**config.mk**
```make
export PLATFORM = sky130hd
export DESIGN_NAME = pit_tsc_frequency_calibrator
export DESIGN_NICKNAME = d
export VERILOG_FILES = /design/src/hdl/ptfc_pkg.sv /design/src/hdl/ptfc_front.sv /design/src/hdl/ptfc_queue.sv /design/src/hdl/ptfc_back.sv /design/src/hdl/pit_tsc_frequency_calibrator.sv
export VERILOG_INCLUDE_DIRS = /design/src /design/src/hdl
export SDC_FILE = /design/constraint.sdc
export NUM_CORES = 2
export LEC_CHECK = 0
export ABC_AREA = 1
export BUFFER_PORTS_ARGS = -buffer_cell sky130_fd_sc_hd__buf_2
export CELL_PAD_IN_SITES_DETAIL_PLACEMENT = 1
export CELL_PAD_IN_SITES_GLOBAL_PLACEMENT = 1
export CORE_ASPECT_RATIO = 1.1
export CORE_MARGIN = 4
export CORE_UTILIZATION = 45
export CTS_CLUSTER_DIAMETER = 80
export CTS_CLUSTER_SIZE = 30
export DETAILED_ROUTE_END_ITERATION = 16
export GPL_ROUTABILITY_DRIVEN = 0
export GPL_TIMING_DRIVEN = 0
export PLACE_DENSITY_LB_ADDON = 0.05
export SYNTH_ARGS = -nofsm -noshare
export SYNTH_HDL_FRONTEND = slang
export SYNTH_SLANG_ARGS = --single-unit
```
**constraint.sdc**
```tcl
create_clock -name aclk -period 13 [get_ports aclk]
set_input_delay 1.95 -clock aclk [delete_from_list [all_inputs] [get_ports aclk]]
set_output_delay 1.95 -clock aclk [all_outputs]
set_load 0.02 [all_outputs]
```
**src/hdl/assert_macros.svh**
```systemverilog
// Assertion macros shared by the calibrator RTL files.
// Depends on nothing; included by the modules that carry assertions.
`ifndef ASSERT_MACROS_SVH
`define ASSERT_MACROS_SVH

// Property must hold at every clock edge outside reset.
`define ASSERT_ALWAYS(lbl, clk, rstn, prop) \
    lbl: assert property (@(posedge clk) disable iff (!rstn) (prop)) \
        else $error("assertion failed");

// Consequent must hold in the same cycle as the antecedent.
`define ASSERT_IMPL(lbl, clk, rstn, ante, cons) \
    lbl: assert property (@(posedge clk) disable iff (!rstn) (ante) |-> (cons)) \
        else $error("assertion failed");

`endif

```
**src/hdl/ptfc_pkg.sv**
```systemverilog
// Package for the PIT/TSC frequency calibrator: types, codes and constants.
// Used by every module of the block; depends on nothing.
`default_nettype none

package ptfc_pkg;

    localparam int unsigned STAMP_W = 64;
    localparam int unsigned REF_W   = 21;
    localparam int unsigned DIV_W   = 26;
    localparam int unsigned MUL_W   = 53;
    localparam int unsigned NUM_W   = 85;
    localparam int unsigned QUO_W   = 32;
    localparam int unsigned CNT_W   = 5;

    localparam logic [REF_W-1:0] REF_HZ       = REF_W'(1193182);
    localparam logic [DIV_W-1:0] DIV_PER_STEP = DIV_W'(256000);
    localparam logic [QUO_W-1:0] KHZ_MAX      = '1;
    localparam logic [7:0]       TOP_BYTE     = 8'hff;
    localparam logic [7:0]       VERIFY_TOP   = 8'hfe;

    localparam int unsigned QUEUE_DEPTH = 2;
    localparam int unsigned QPTR_W      = $clog2(QUEUE_DEPTH);

    localparam logic [7:0] CFG_MAX_ITER   = 8'd0;
    localparam logic [7:0] CFG_MIN_MATCH  = 8'd1;
    localparam logic [7:0] CFG_MATCH_CAP  = 8'd2;
    localparam logic [7:0] CFG_ERR_SHIFT  = 8'd3;

    localparam logic [7:0]  RST_MAX_ITER  = 8'd116;
    localparam logic [7:0]  RST_MIN_MATCH = 8'd5;
    localparam logic [15:0] RST_MATCH_CAP = 16'd50000;
    localparam logic [5:0]  RST_ERR_SHIFT = 6'd11;

    typedef enum logic [1:0] {
        PH_DISCARD = 2'd0,
        PH_MEASURE = 2'd1,
        PH_VERIFY  = 2'd2
    } phase_t;

    typedef enum logic [1:0] {
        ST_OK     = 2'd0,
        ST_FEW    = 2'd1,
        ST_ITER   = 2'd2,
        ST_VERIFY = 2'd3
    } status_t;

    typedef enum logic [1:0] {
        F_IDLE  = 2'd0,
        F_CLOSE = 2'd1,
        F_CHECK = 2'd2
    } front_state_t;

    typedef enum logic [3:0] {
        B_IDLE = 4'd0,
        B_DIFF = 4'd1,
        B_ADJ  = 4'd2,
        B_MLO  = 4'd3,
        B_MHI  = 4'd4,
        B_SUM  = 4'd5,
        B_SAT  = 4'd6,
        B_DIV  = 4'd7,
        B_DONE = 4'd8
    } back_state_t;

    typedef struct packed {
        logic [7:0]  max_iterations;
        logic [7:0]  min_matches;
        logic [15:0] match_cap;
        logic [5:0]  error_shift;
    } cfg_t;

    typedef struct packed {
        status_t              status;
        logic [7:0]           step;
        logic [STAMP_W-1:0]   elapsed;
        logic [STAMP_W-1:0]   first_error;
        logic [STAMP_W-1:0]   current_error;
    } job_t;

endpackage

`default_nettype wire

```
**src/hdl/ptfc_front.sv**
```systemverilog
// Front end of the calibrator: takes samples, tracks byte windows and errors.
// Depends on ptfc_pkg; hands finished runs to the job queue.
`default_nettype none

module ptfc_front import ptfc_pkg::*; (
    input  wire logic               aclk,
    input  wire logic               aresetn,
    input  wire cfg_t               cfg,
    input  wire logic               s_valid,
    output logic                    s_ready,
    input  wire logic [7:0]         s_timer_high_byte,
    input  wire logic [STAMP_W-1:0] s_cycle_stamp,
    input  wire logic               q_full,
    output logic                    push,
    output job_t                    push_job
);

    front_state_t       fstate_reg, fstate_next;
    phase_t             phase_reg, phase_next;
    logic [7:0]         step_reg, step_next;
    logic [15:0]        match_reg, match_next;
    logic [STAMP_W-1:0] last_reg, last_next;
    logic [STAMP_W-1:0] first_stamp_reg, first_stamp_next;
    logic [STAMP_W-1:0] first_err_reg, first_err_next;
    logic [STAMP_W-1:0] cur_err_reg, cur_err_next;
    logic [STAMP_W-1:0] elapsed_reg, elapsed_next;
    logic [STAMP_W-1:0] sum_reg, sum_next;

    logic               accept;
    logic               byte_hit;
    logic               verify_hit;
    logic [15:0]        match_inc;
    logic               cap_hit;
    logic               few;
    logic [8:0]         step_inc;
    logic               iter_out;
    logic               err_ok;
    logic [STAMP_W:0]   err_sum;

    assign s_ready    = (fstate_reg == F_IDLE) && !q_full;
    assign accept     = s_valid && s_ready;
    assign byte_hit   = s_timer_high_byte == (TOP_BYTE - step_reg);
    assign verify_hit = s_timer_high_byte == (VERIFY_TOP - step_reg);
    assign match_inc  = match_reg + 16'd1;
    assign cap_hit    = match_inc >= cfg.match_cap;
    assign few        = match_reg <= {8'd0, cfg.min_matches};
    assign step_inc   = {1'b0, step_reg} + 9'd1;
    assign iter_out   = step_inc >= {1'b0, cfg.max_iterations};
    assign err_ok     = sum_reg < (elapsed_reg >> cfg.error_shift);
    assign err_sum    = {1'b0, first_err_reg} + {1'b0, cur_err_reg};

    always_comb begin
        fstate_next = fstate_reg;
        case (fstate_reg)
            F_IDLE: begin
                if (accept && phase_reg == PH_MEASURE && (!byte_hit || cap_hit)) begin
                    fstate_next = F_CLOSE;
                end
            end
            F_CLOSE: begin
                if (few || step_reg == 8'd0) begin
                    fstate_next = F_IDLE;
                end else begin
                    fstate_next = F_CHECK;
                end
            end
            F_CHECK: fstate_next = F_IDLE;
            default: fstate_next = F_IDLE;
        endcase
    end

    always_comb begin
        push                   = 1'b0;
        push_job.status        = ST_OK;
        push_job.step          = step_reg;
        push_job.elapsed       = elapsed_reg;
        push_job.first_error   = first_err_reg;
        push_job.current_error = cur_err_reg;
        case (fstate_reg)
            F_IDLE: begin
                if (accept && phase_reg == PH_VERIFY) begin
                    push            = 1'b1;
                    push_job.status = verify_hit ? ST_OK : ST_VERIFY;
                end
            end
            F_CLOSE: begin
                if (few) begin
                    push            = 1'b1;
                    push_job.status = ST_FEW;
                end else if (step_reg == 8'd0 && iter_out) begin
                    push            = 1'b1;
                    push_job.status = ST_ITER;
                end
            end
            F_CHECK: begin
                if (!err_ok && iter_out) begin
                    push            = 1'b1;
                    push_job.status = ST_ITER;
                end
            end
            default: push = 1'b0;
        endcase
    end

    always_comb begin
        phase_next       = phase_reg;
        step_next        = step_reg;
        match_next       = match_reg;
        last_next        = last_reg;
        first_stamp_next = first_stamp_reg;
        first_err_next   = first_err_reg;
        cur_err_next     = cur_err_reg;
        elapsed_next     = elapsed_reg;
        sum_next         = sum_reg;
        case (fstate_reg)
            F_IDLE: begin
                if (accept) begin
                    case (phase_reg)
                        PH_DISCARD: begin
                            step_next  = 8'd0;
                            match_next = 16'd0;
                            last_next  = '0;
                            phase_next = PH_MEASURE;
                        end
                        PH_MEASURE: begin
                            if (byte_hit) begin
                                match_next = match_inc;
                                last_next  = s_cycle_stamp;
                                if (cap_hit) begin
                                    cur_err_next = '0;
                                end
                            end else begin
                                cur_err_next = s_cycle_stamp - last_reg;
                            end
                        end
                        PH_VERIFY: phase_next = PH_DISCARD;
                        default:   phase_next = PH_DISCARD;
                    endcase
                end
            end
            F_CLOSE: begin
                if (few) begin
                    phase_next = PH_DISCARD;
                end else if (step_reg == 8'd0) begin
                    first_stamp_next = last_reg;
                    first_err_next   = cur_err_reg;
                    if (iter_out) begin
                        phase_next = PH_DISCARD;
                    end else begin
                        step_next  = step_inc[7:0];
                        match_next = 16'd0;
                        last_next  = '0;
                    end
                end else begin
                    elapsed_next = last_reg - first_stamp_reg;
                    sum_next     = err_sum[STAMP_W] ? '1 : err_sum[STAMP_W-1:0];
                end
            end
            F_CHECK: begin
                if (err_ok) begin
                    phase_next = PH_VERIFY;
                end else if (iter_out) begin
                    phase_next = PH_DISCARD;
                end else begin
                    step_next  = step_inc[7:0];
                    match_next = 16'd0;
                    last_next  = '0;
                end
            end
            default: phase_next = phase_reg;
        endcase
    end

    always_ff @(posedge aclk) begin
        if (!aresetn) begin
            fstate_reg      <= F_IDLE;
            phase_reg       <= PH_DISCARD;
            step_reg        <= 8'd0;
            match_reg       <= 16'd0;
            last_reg        <= '0;
            first_stamp_reg <= '0;
            first_err_reg   <= '0;
            cur_err_reg     <= '0;
            elapsed_reg     <= '0;
            sum_reg         <= '0;
        end else begin
            fstate_reg      <= fstate_next;
            phase_reg       <= phase_next;
            step_reg        <= step_next;
            match_reg       <= match_next;
            last_reg        <= last_next;
            first_stamp_reg <= first_stamp_next;
            first_err_reg   <= first_err_next;
            cur_err_reg     <= cur_err_next;
            elapsed_reg     <= elapsed_next;
            sum_reg         <= sum_next;
        end
    end

endmodule

`default_nettype wire

```
**src/hdl/ptfc_queue.sv**
```systemverilog
// Two-entry job queue between the calibrator front end and the divider.
// Depends on ptfc_pkg for the job type and depth; asserts via assert_macros.svh.
`default_nettype none
`include "assert_macros.svh"

module ptfc_queue import ptfc_pkg::*; (
    input  wire logic aclk,
    input  wire logic aresetn,
    input  wire logic push,
    input  wire job_t push_job,
    output logic      full,
    input  wire logic pop,
    output job_t      pop_job,
    output logic      empty
);

    job_t              mem [QUEUE_DEPTH];
    logic [QPTR_W-1:0] wr_ptr_reg, wr_ptr_next;
    logic [QPTR_W-1:0] rd_ptr_reg, rd_ptr_next;
    logic [QPTR_W:0]   count_reg, count_next;

    assign full    = count_reg == (QPTR_W+1)'(QUEUE_DEPTH);
    assign empty   = count_reg == '0;
    assign pop_job = mem[rd_ptr_reg];

    always_comb begin
        wr_ptr_next = push ? wr_ptr_reg + 1'b1 : wr_ptr_reg;
        rd_ptr_next = pop ? rd_ptr_reg + 1'b1 : rd_ptr_reg;
        count_next  = count_reg;
        if (push && !pop) begin
            count_next = count_reg + 1'b1;
        end else if (pop && !push) begin
            count_next = count_reg - 1'b1;
        end
    end

    always_ff @(posedge aclk) begin
        if (push) begin
            mem[wr_ptr_reg] <= push_job;
        end
    end

    always_ff @(posedge aclk) begin
        if (!aresetn) begin
            wr_ptr_reg <= '0;
            rd_ptr_reg <= '0;
            count_reg  <= '0;
        end else begin
            wr_ptr_reg <= wr_ptr_next;
            rd_ptr_reg <= rd_ptr_next;
            count_reg  <= count_next;
        end
    end

    `ASSERT_IMPL(a_no_push_full, aclk, aresetn, push, !full)
    `ASSERT_IMPL(a_no_pop_empty, aclk, aresetn, pop, !empty)

endmodule

`default_nettype wire

```
**src/hdl/ptfc_back.sv**
```systemverilog
// Back end of the calibrator: corrects the elapsed cycles, multiplies by the
// reference rate and divides bit by bit. Depends on ptfc_pkg and assert_macros.svh.
`default_nettype none
`include "assert_macros.svh"

module ptfc_back import ptfc_pkg::*; (
    input  wire logic    aclk,
    input  wire logic    aresetn,
    input  wire logic    empty,
    output logic         pop,
    input  wire job_t    pop_job,
    output logic         m_valid,
    input  wire logic    m_ready,
    output logic [31:0]  m_freq_khz,
    output logic [1:0]   m_status
);

    back_state_t        bstate_reg, bstate_next;
    job_t               job_reg, job_next;
    logic               neg_reg, neg_next;
    logic [STAMP_W-1:0] half_reg, half_next;
    logic [STAMP_W-1:0] adj_reg, adj_next;
    logic [DIV_W-1:0]   div_reg, div_next;
    logic [MUL_W-1:0]   plo_reg, plo_next;
    logic [MUL_W-1:0]   phi_reg, phi_next;
    logic [NUM_W-1:0]   num_reg, num_next;
    logic [DIV_W-1:0]   rem_reg, rem_next;
    logic [QUO_W-1:0]   quo_reg, quo_next;
    logic [CNT_W-1:0]   cnt_reg, cnt_next;
    logic [QUO_W-1:0]   res_freq_reg, res_freq_next;
    status_t            res_status_reg, res_status_next;
    logic               m_valid_reg, m_valid_next;
    logic [QUO_W-1:0]   m_freq_reg, m_freq_next;
    status_t            m_status_reg, m_status_next;

    logic               out_free;
    logic               sat_hit;
    logic [DIV_W:0]     trial;
    logic               trial_ge;
    logic [STAMP_W:0]   adj_sum;
    logic [QUO_W-1:0]   quo_shift;

    assign out_free  = !m_valid_reg || m_ready;
    assign sat_hit   = (div_reg == '0) || (num_reg[NUM_W-1:QUO_W] >= {27'd0, div_reg});
    assign trial     = {rem_reg, quo_reg[QUO_W-1]};
    assign trial_ge  = trial >= {1'b0, div_reg};
    assign quo_shift = {quo_reg[QUO_W-2:0], trial_ge};
    assign adj_sum   = {1'b0, job_reg.elapsed} + {1'b0, half_reg};

    assign m_valid    = m_valid_reg;
    assign m_freq_khz = m_freq_reg;
    assign m_status   = m_status_reg;

    always_comb begin
        bstate_next = bstate_reg;
        case (bstate_reg)
            B_IDLE: begin
                if (!empty) begin
                    bstate_next = (pop_job.status == ST_OK) ? B_DIFF : B_DONE;
                end
            end
            B_DIFF: bstate_next = B_ADJ;
            B_ADJ:  bstate_next = B_MLO;
            B_MLO:  bstate_next = B_MHI;
            B_MHI:  bstate_next = B_SUM;
            B_SUM:  bstate_next = B_SAT;
            B_SAT:  bstate_next = sat_hit ? B_DONE : B_DIV;
            B_DIV:  bstate_next = (cnt_reg == '1) ? B_DONE : B_DIV;
            B_DONE: bstate_next = out_free ? B_IDLE : B_DONE;
            default: bstate_next = B_IDLE;
        endcase
    end

    always_comb begin
        pop           = (bstate_reg == B_IDLE) && !empty;
        m_valid_next  = m_valid_reg;
        m_freq_next   = m_freq_reg;
        m_status_next = m_status_reg;
        if (bstate_reg == B_DONE && out_free) begin
            m_valid_next  = 1'b1;
            m_freq_next   = res_freq_reg;
            m_status_next = res_status_reg;
        end else if (m_ready) begin
            m_valid_next  = 1'b0;
        end
    end

    always_comb begin
        job_next        = job_reg;
        neg_next        = neg_reg;
        half_next       = half_reg;
        adj_next        = adj_reg;
        div_next        = div_reg;
        plo_next        = plo_reg;
        phi_next        = phi_reg;
        num_next        = num_reg;
        rem_next        = rem_reg;
        quo_next        = quo_reg;
        cnt_next        = cnt_reg;
        res_freq_next   = res_freq_reg;
        res_status_next = res_status_reg;
        case (bstate_reg)
            B_IDLE: begin
                if (!empty) begin
                    job_next        = pop_job;
                    res_status_next = pop_job.status;
                    res_freq_next   = '0;
                end
            end
            B_DIFF: begin
                neg_next = job_reg.first_error > job_reg.current_error;
                if (job_reg.first_error > job_reg.current_error) begin
                    half_next = (job_reg.first_error - job_reg.current_error) >> 1;
                end else begin
                    half_next = (job_reg.current_error - job_reg.first_error) >> 1;
                end
                div_next = {18'd0, job_reg.step} * DIV_PER_STEP;
            end
            B_ADJ: begin
                if (!neg_reg) begin
                    adj_next = adj_sum[STAMP_W] ? '1 : adj_sum[STAMP_W-1:0];
                end else if (job_reg.elapsed >= half_reg) begin
                    adj_next = job_reg.elapsed - half_reg;
                end else begin
                    adj_next = '0;
                end
            end
            B_MLO: plo_next = {21'd0, adj_reg[31:0]} * {32'd0, REF_HZ};
            B_MHI: phi_next = {21'd0, adj_reg[63:32]} * {32'd0, REF_HZ};
            B_SUM: num_next = {phi_reg, 32'd0} + {32'd0, plo_reg};
            B_SAT: begin
                if (sat_hit) begin
                    res_freq_next = KHZ_MAX;
                end else begin
                    rem_next = num_reg[QUO_W+DIV_W-1:QUO_W];
                    quo_next = num_reg[QUO_W-1:0];
                    cnt_next = '0;
                end
            end
            B_DIV: begin
                rem_next = trial_ge ? DIV_W'(trial - {1'b0, div_reg}) : trial[DIV_W-1:0];
                quo_next = quo_shift;
                cnt_next = cnt_reg + 1'b1;
                if (cnt_reg == '1) begin
                    res_freq_next = quo_shift;
                end
            end
            B_DONE: res_status_next = res_status_reg;
            default: res_status_next = res_status_reg;
        endcase
    end

    always_ff @(posedge aclk) begin
        job_reg        <= job_next;
        neg_reg        <= neg_next;
        half_reg       <= half_next;
        adj_reg        <= adj_next;
        div_reg        <= div_next;
        plo_reg        <= plo_next;
        phi_reg        <= phi_next;
        num_reg        <= num_next;
        rem_reg        <= rem_next;
        quo_reg        <= quo_next;
        cnt_reg        <= cnt_next;
        res_freq_reg   <= res_freq_next;
        res_status_reg <= res_status_next;
        m_freq_reg     <= m_freq_next;
        m_status_reg   <= m_status_next;
    end

    always_ff @(posedge aclk) begin
        if (!aresetn) begin
            bstate_reg  <= B_IDLE;
            m_valid_reg <= 1'b0;
        end else begin
            bstate_reg  <= bstate_next;
            m_valid_reg <= m_valid_next;
        end
    end

    `ASSERT_IMPL(a_rem_below_div, aclk, aresetn, bstate_reg == B_DIV, rem_reg < div_reg)
    `ASSERT_IMPL(a_fail_zero_freq, aclk, aresetn, m_valid_reg && m_status_reg != ST_OK, m_freq_reg == '0)

endmodule

`default_nettype wire

```
**src/hdl/pit_tsc_frequency_calibrator.sv**
```systemverilog
// While a window stays open, a sample is accepted whenever the job queue is not full; a sample
// that closes a window holds off the input while the front end checks the match count and,
// after the first step, the error bound. A finished run is queued, and the back end takes one
// job at a time through the two-step multiply and the 32-step restoring divider. Up to two
// finished runs wait in the queue while the result port is stalled.
// Top level of the PIT/TSC frequency calibrator: configuration registers and the
// front end, job queue and divider. Depends on ptfc_pkg and the ptfc_* modules.
`default_nettype none

module pit_tsc_frequency_calibrator import ptfc_pkg::*; (
    input  wire logic               aclk,
    input  wire logic               aresetn,
    input  wire logic               cfg_valid,
    output logic                    cfg_ready,
    input  wire logic [7:0]         cfg_index,
    input  wire logic [15:0]        cfg_data,
    input  wire logic               s_valid,
    output logic                    s_ready,
    input  wire logic [7:0]         s_timer_high_byte,
    input  wire logic [STAMP_W-1:0] s_cycle_stamp,
    output logic                    m_valid,
    input  wire logic               m_ready,
    output logic [31:0]             m_freq_khz,
    output logic [1:0]              m_status
);

    cfg_t cfg_reg, cfg_next;
    logic q_full;
    logic q_empty;
    logic q_push;
    logic q_pop;
    job_t push_job;
    job_t pop_job;

    assign cfg_ready = 1'b1;

    always_comb begin
        cfg_next = cfg_reg;
        if (cfg_valid) begin
            case (cfg_index)
                CFG_MAX_ITER:  cfg_next.max_iterations = cfg_data[7:0];
                CFG_MIN_MATCH: cfg_next.min_matches    = cfg_data[7:0];
                CFG_MATCH_CAP: cfg_next.match_cap      = cfg_data;
                CFG_ERR_SHIFT: cfg_next.error_shift    = cfg_data[5:0];
                default:       cfg_next = cfg_reg;
            endcase
        end
    end

    always_ff @(posedge aclk) begin
        if (!aresetn) begin
            cfg_reg.max_iterations <= RST_MAX_ITER;
            cfg_reg.min_matches    <= RST_MIN_MATCH;
            cfg_reg.match_cap      <= RST_MATCH_CAP;
            cfg_reg.error_shift    <= RST_ERR_SHIFT;
        end else begin
            cfg_reg <= cfg_next;
        end
    end

    ptfc_front u_front (
        .aclk              (aclk),
        .aresetn           (aresetn),
        .cfg               (cfg_reg),
        .s_valid           (s_valid),
        .s_ready           (s_ready),
        .s_timer_high_byte (s_timer_high_byte),
        .s_cycle_stamp     (s_cycle_stamp),
        .q_full            (q_full),
        .push              (q_push),
        .push_job          (push_job)
    );

    ptfc_queue u_queue (
        .aclk     (aclk),
        .aresetn  (aresetn),
        .push     (q_push),
        .push_job (push_job),
        .full     (q_full),
        .pop      (q_pop),
        .pop_job  (pop_job),
        .empty    (q_empty)
    );

    ptfc_back u_back (
        .aclk       (aclk),
        .aresetn    (aresetn),
        .empty      (q_empty),
        .pop        (q_pop),
        .pop_job    (pop_job),
        .m_valid    (m_valid),
        .m_ready    (m_ready),
        .m_freq_khz (m_freq_khz),
        .m_status   (m_status)
    );

endmodule

`default_nettype wire

```
Yosys cells after proc, flatten, opt, wreduce, memory -nomap -nowiden
Memory sizes are Yosys's and may differ from the RTL's. A register that Yosys moved wholly into a read port is not among the register bits.
Index checks and enable logic that the tools add are counted.
{ "word_totals": {"ram_bits": 404, "in_bits": 101, "elab_cells": 229, "mem_count": 1, "out_inout_bits": 37, "ff_bits": 1123} }
{ "mem_list": {"columns": ["name", "words", "width", "read_ports", "rd_clocked_by_memory_dff", "wr", "line_no", "source"], "rows": [
  ["u_queue.mem", 2, 202, 1, 1, 1, "ptfc_queue.sv:17", "job_t mem [QUEUE_DEPTH];"]
]} }
{ "op_classes": {"n_mul": 3, "n_addsub": 18, "n_lt_le_gt_ge": 8, "shifts": 1, "muxes": 76, "bitwise_logic": 3, "eq_ne": 34, "n_reduce_logical": 48} }
{ "ops": {"columns": ["cell", "n"], "rows": [
  ["64-bit 2-to-1 mux", 12],
  ["64-bit subtractor", 5],
  ["64-bit one-hot mux with 3 select lines", 1],
  ["64-bit by 64-bit adder with 65-bit output", 2],
  ["32-bit 2-to-1 mux", 4],
  ["64-bit one-hot mux with 2 select lines", 1],
  ["32-bit by 20-bit multiplier with 52-bit output (second input constant)", 2],
  ["16-bit 2-to-1 mux", 6],
  ["32-bit one-hot mux with 3 select lines", 1],
  ["85-bit by 53-bit adder with 85-bit output", 1],
  ["64-bit greater-or-equal comparator", 1],
  ["64-bit greater-than comparator", 1],
  ["64-bit < comparator", 1],
  ["32-bit one-hot mux with 2 select lines", 1],
  ["64-bit by 6-bit right shift with 64-bit output", 1],
  ["63-bit 2-to-1 mux", 1],
  ["53-bit by 26-bit greater-or-equal comparator with 1-bit output", 1],
  ["26-bit 2-to-1 mux", 2],
  ["26-bit one-hot mux with 2 select lines", 1],
  ["8-bit 2-to-1 mux", 6],
  ["16-bit one-hot mux with 3 select lines", 1],
  ["4-bit one-hot mux with 9 select lines", 1],
  ["16-bit one-hot mux with 2 select lines", 1],
  ["2-bit 2-to-1 mux", 14],
  ["other kinds (51)", 123]
]} }

Depth between registers and ports, before layout
{ "logic_depth": {"ltp_word": 11, "mapped_depth": 37, "ltp_nobuf": 34} }

Hierarchy
From an unflattened synthesis, not the netlist that was laid out.
{ "unflattened": {"hier_cells": 16022, "hier_area_um2": 125380.2} }
{ "by_module_without_submodules": {"columns": ["mod", "n_inst", "cells_per_inst", "seq_area_each_um2", "area_per_inst_um2"], "rows": [
  ["ptfc_back", 1, 9773, 19979.2, 74655.4],
  ["ptfc_front", 1, 5361, 8247.9, 34172.8],
  ["ptfc_queue", 1, 663, 12231.7, 14861.8],
  ["pit_tsc_frequency_calibrator", 1, 225, 760.7, 1690.4]
]} }

Least setup slack after synthesis
OpenSTA, ideal clock, no wires.
{ "synth_timing": {"path_type": "reg-to-reg", "start": "reg u_back.bstate_reg[2]", "end": "reg u_back.res_freq_reg[0], enable pin", "arrival_ps": 13187, "path_buffers": 0, "setup_ps": 432, "path_stages_with_launch": 8, "t_required_ps": 12568, "setup_slack_ps": -618, "cell_sequence": "dfxtp_1 nor2_1 inv_1 nor2_1 inv_1 a21oi_1 inv_1 a21oi_1"} }
{ "synth_via": {"elab_chain_cells": 3, "word_cells_on_any_way": 8, "cone_classes": "eq/ne (5); reduce/logical (3)"} }
{ "synth_lines": {"columns": ["item", "line_no", "source"], "rows": [
  ["start: declaration", "ptfc_back.sv:18", "back_state_t bstate_reg, bstate_next;"],
  ["start signal: assignment", "ptfc_back.sv:176", "bstate_reg <= bstate_next;"],
  ["4-bit by 3-bit == test with 1-bit output or 4-bit logical NOT (tied branches)", "ptfc_back.sv:102", "case (bstate_reg)"],
  ["2-bit by 1-bit inequality test with 1-bit output (no line), or another cell as far along", null, null],
  ["4-bit AND reduction (no line) *", null, null],
  ["end signal: assignment", "ptfc_back.sv:165", "res_freq_reg <= res_freq_next;"],
  ["end: declaration", "ptfc_back.sv:30", "logic [QUO_W-1:0] res_freq_reg, res_freq_next;"]
]} }
Mark *: on every way between the ends. The rest lies on a longest branch, timed or not.
A chain may end at the register's enable or synchronous reset.

Worst setup path in the final report
{ "layout_timing": {"start": "reg cfg_reg[1] in the netlist's numbering", "end": "mem u_queue.mem[0][45] in the netlist's numbering, enable pin"} }
{ "layout_via": {"elab_chain_cells": 8} }
{ "layout_lines": {"columns": ["item", "line_no", "source"], "rows": [
  ["start: declaration", "pit_tsc_frequency_calibrator.sv:27", "cfg_t cfg_reg, cfg_next;"],
  ["start signal: assignment", "pit_tsc_frequency_calibrator.sv:57", "cfg_reg <= cfg_next;"],
  ["64-bit by 6-bit right shift with 64-bit output", "ptfc_front.sv:49", "assign err_ok = sum_reg < (elapsed_reg >> cfg.error_shift);"],
  ["64-bit < comparator", "ptfc_front.sv:49", null],
  ["1-bit logical NOT", "ptfc_front.sv:96", "if (!err_ok && iter_out) begin"],
  ["1-bit logical AND", "ptfc_front.sv:96", null],
  ["1-bit 2-to-1 mux", "ptfc_front.sv:96", null],
  ["1-bit one-hot mux with 3 select lines", "ptfc_front.sv:79", "case (fstate_reg)"],
  ["1-bit 2-to-1 mux", "ptfc_queue.sv:38", "if (push) begin"],
  ["1-bit 2-to-1 mux (implied by the code)", "ptfc_queue.sv:39", "mem[wr_ptr_reg] <= push_job;"],
  ["end: declaration", "ptfc_queue.sv:17", null]
]} }
Every way passes these cells.

==> qor.txt <==
Status - finished, final reports clean
Layout area overhead - 7.99%
I/O pin count - 138
TritonCTS clock tree - built
Commonest non-fill, non-tap cell in the layout - nand2_1
Via/cell ratio - 5.64
Vias in the first global route - 104330
Multi-input gate area - 64300 µm²
WL per Instance - 25.0 µm
Worst slew pin tran - 1.37 ns
# rows - 195
Slowest-stage cell, CP - buf_1
Sequential cell area - 41200 µm²
Yosys warning count - 0
Postcts setup bufs - 0
Post-cts sizing count - 0
Overall routing resource usage - 32.0%
Commonest non-fill, non-tap cells in the layout - nand2_1 (2359), inv_1 (2296), a21oi_1 (1350), ha_1 (1165), edfxtp_1 (1066)
CTS H-tree lvls - 3
Clock Tree Buf Depth - 3
Die Span Y - 540 µm
Post-detailed-route count of antenna-violating nets - 0
HPWL after DPL - 371000 µm
Slowest stage delay, CP - 0.65 ns
Via count - 97919
RSZ-0062 raised after global routing - false
Antenna violations before repair - 29
Chip width - 492 µm
IO buf count - 135
Clock skew - 0.0630 ns
FMAX - 0.129 GHz
Worst hold margin - 0.423 ns
Distinct cell type count after synthesis - 83
Inst Count DP - 17163
Worst min path class - reg -> reg
Number of synthesized register bits - 1526
Initial DRC count - 6865
Setup crit start kind - register
Tmin final - 7.74 ns
Most numerous cell on the critical path - nand2_1
CP arrival - 8.23 ns
Syn_nets - 15320
Cell Area, Synth - 116000 µm²
Root Buffer - clkbuf_16
Crit Path Max Fanout - 31
Hold Vio Cnt, Final - 0
Pre-CTS setup slack - 5.49 ns
Core area - 256000 µm²
GRT overflow - 0
Synth async-reset ratio - 0%
Share of post-route cells with drive strength above 1 - 5.25%
EDFF count, synth - 1066
CP Capture Type - register
Num CTS Buffers - 87
First-pass GRT wire length - 647000 µm
Setup-failing EPs final - 0
Max-slew violation count - 0
Clock slew at reported path FFs - 0.11 ns
Normalized max-slew margin - 8.02%
Cell count after synthesis - 13543
Max-Cap Viols - 0
Syn Area/Cell - 8.55 µm²
Worst EP required - 13.49 ns
Post-CTS Hold Buffers - 0
WS Path Type - reg -> reg
Top_reg_cell synth - edfxtp_1
Drt drc - 0
Max reg flops - 404
Fin Setup TNS - 0 ns
Worst skew pair latency - 0.82 ns
Final WS setup - 5.26 ns
# nets final - 15582
Post-Layout Cell Count - 17366
# clock sinks - 1526
Largest net degree at the start of global routing - 104
Drt total wl - 434000 µm
DIE AREA - 266000 µm²
Sequential element share of the synthesized area - 35.6%
# fillers - 30496
Final Cycle Share - 59.6%
Drt pass-1 iters - 6
Initial Util - 45.2%
## path summary, 6_finish.rpt
kind	start	endpoint	slack, ns	cells past startpoint
worst max-delay path	cfg_reg[1]$_SDFFE_PN1P_	u_queue.mem[0][45]$_DFFE_PP_	5.26	34
worst min-delay path	u_back.plo_reg[14]$_DFFE_PP_	u_back.num_reg[14]$_DFFE_PP_	0.42	0
worst max register to register	cfg_reg[1]$_SDFFE_PN1P_	u_queue.mem[0][45]$_DFFE_PP_	5.26	34
worst min register to register	u_back.plo_reg[14]$_DFFE_PP_	u_back.num_reg[14]$_DFFE_PP_	0.42	0
## cell type report
class | instances | share of cell area (%)
clock buffer | 100 | 1.80
timing repair buffer | 173 | 1.03
buffer | 359 | 1.35
multi-input combinational | 9338 | 51.4
antenna | 41 | 0.0820
sequential | 1526 | 33.0
clock inverter | 62 | 0.958
tap | 3447 | 3.45
inverter | 2320 | 6.99
## worst max-delay path, delay by kind of cell (launching register included)
| family | cells | cell delay (ns) |
|---|---|---|
| and+or+nand+nor | 16 | 1.86 |
| adders and majority gates | 1 | 0.35 |
| muxes | 1 | 0.30 |
| AOI/OAI and AO/OA | 3 | 1.08 |
| DFF | 1 | 0.33 |
| buffers and inverters | 13 | 3.34 |
## synthesized netlist by cell type (all sizes together) (10+ instances only)
cell type  count  area (µm²)
o21a          72         541
buf          101         712
o21bai        34         255
nand2       2385        9030
xnor2        184        1610
nand4         66         413
nor2         914        3460
a211oi        20         160
a2111oi       12         105
or2           52         325
nor4          67         425
o22ai         12        81.3
ha          1165       14600
a21o          50         375
clkbuf       258         968
o221ai        64         623
a31oi        191        1190
nor3          92         470
o211ai       103         783
fa           511       10200
o21ai        930        4710
a21boi        35         278
xor2         323        2830
inv         2317        8720
a221oi        18         158
nand3        458        2740
mux2i         52         521
dfxtp        460        9210
o2111ai       10        87.6
a21oi       1439        7540
edfxtp      1066       32000
## per-stage QoR
stage	utilization (%)	cell area, µm²
2_1_floorplan	-	116000
3_3_place_gp	47.1	121000
3_5_place_dp	47.4	122000
4_1_cts	48.7	125000
5_1_grt	48.8	125000
6_report	48.8	125000
## cell families after synthesis
| family | Yosys count | synth area share [%] |
|---|---|---|
| and+or+nand+nor | 4057 | 14.7 |
| AOI/OAI and AO/OA | 3045 | 15.0 |
| buffers and inverters | 2679 | 8.99 |
| adders and majority gates | 1676 | 21.4 |
| DFF | 1526 | 35.6 |
| xor gates and xnor gates | 507 | 3.83 |
| muxes | 52 | 0.449 |
| other | 1 | 0.00324 |
## routing by layer
layer	routed length, µm	up-vias	global-route usage (%)
met5	24	-	0
met4	34300	6	21.2
met3	20600	1061	3.65
met2	212000	2783	55.8
met1	167000	48431	37.1
li1	-	45638	-
Power is not shown: default switching activity piles up to over one toggle a cycle in this logic, so the estimate is an artifact.
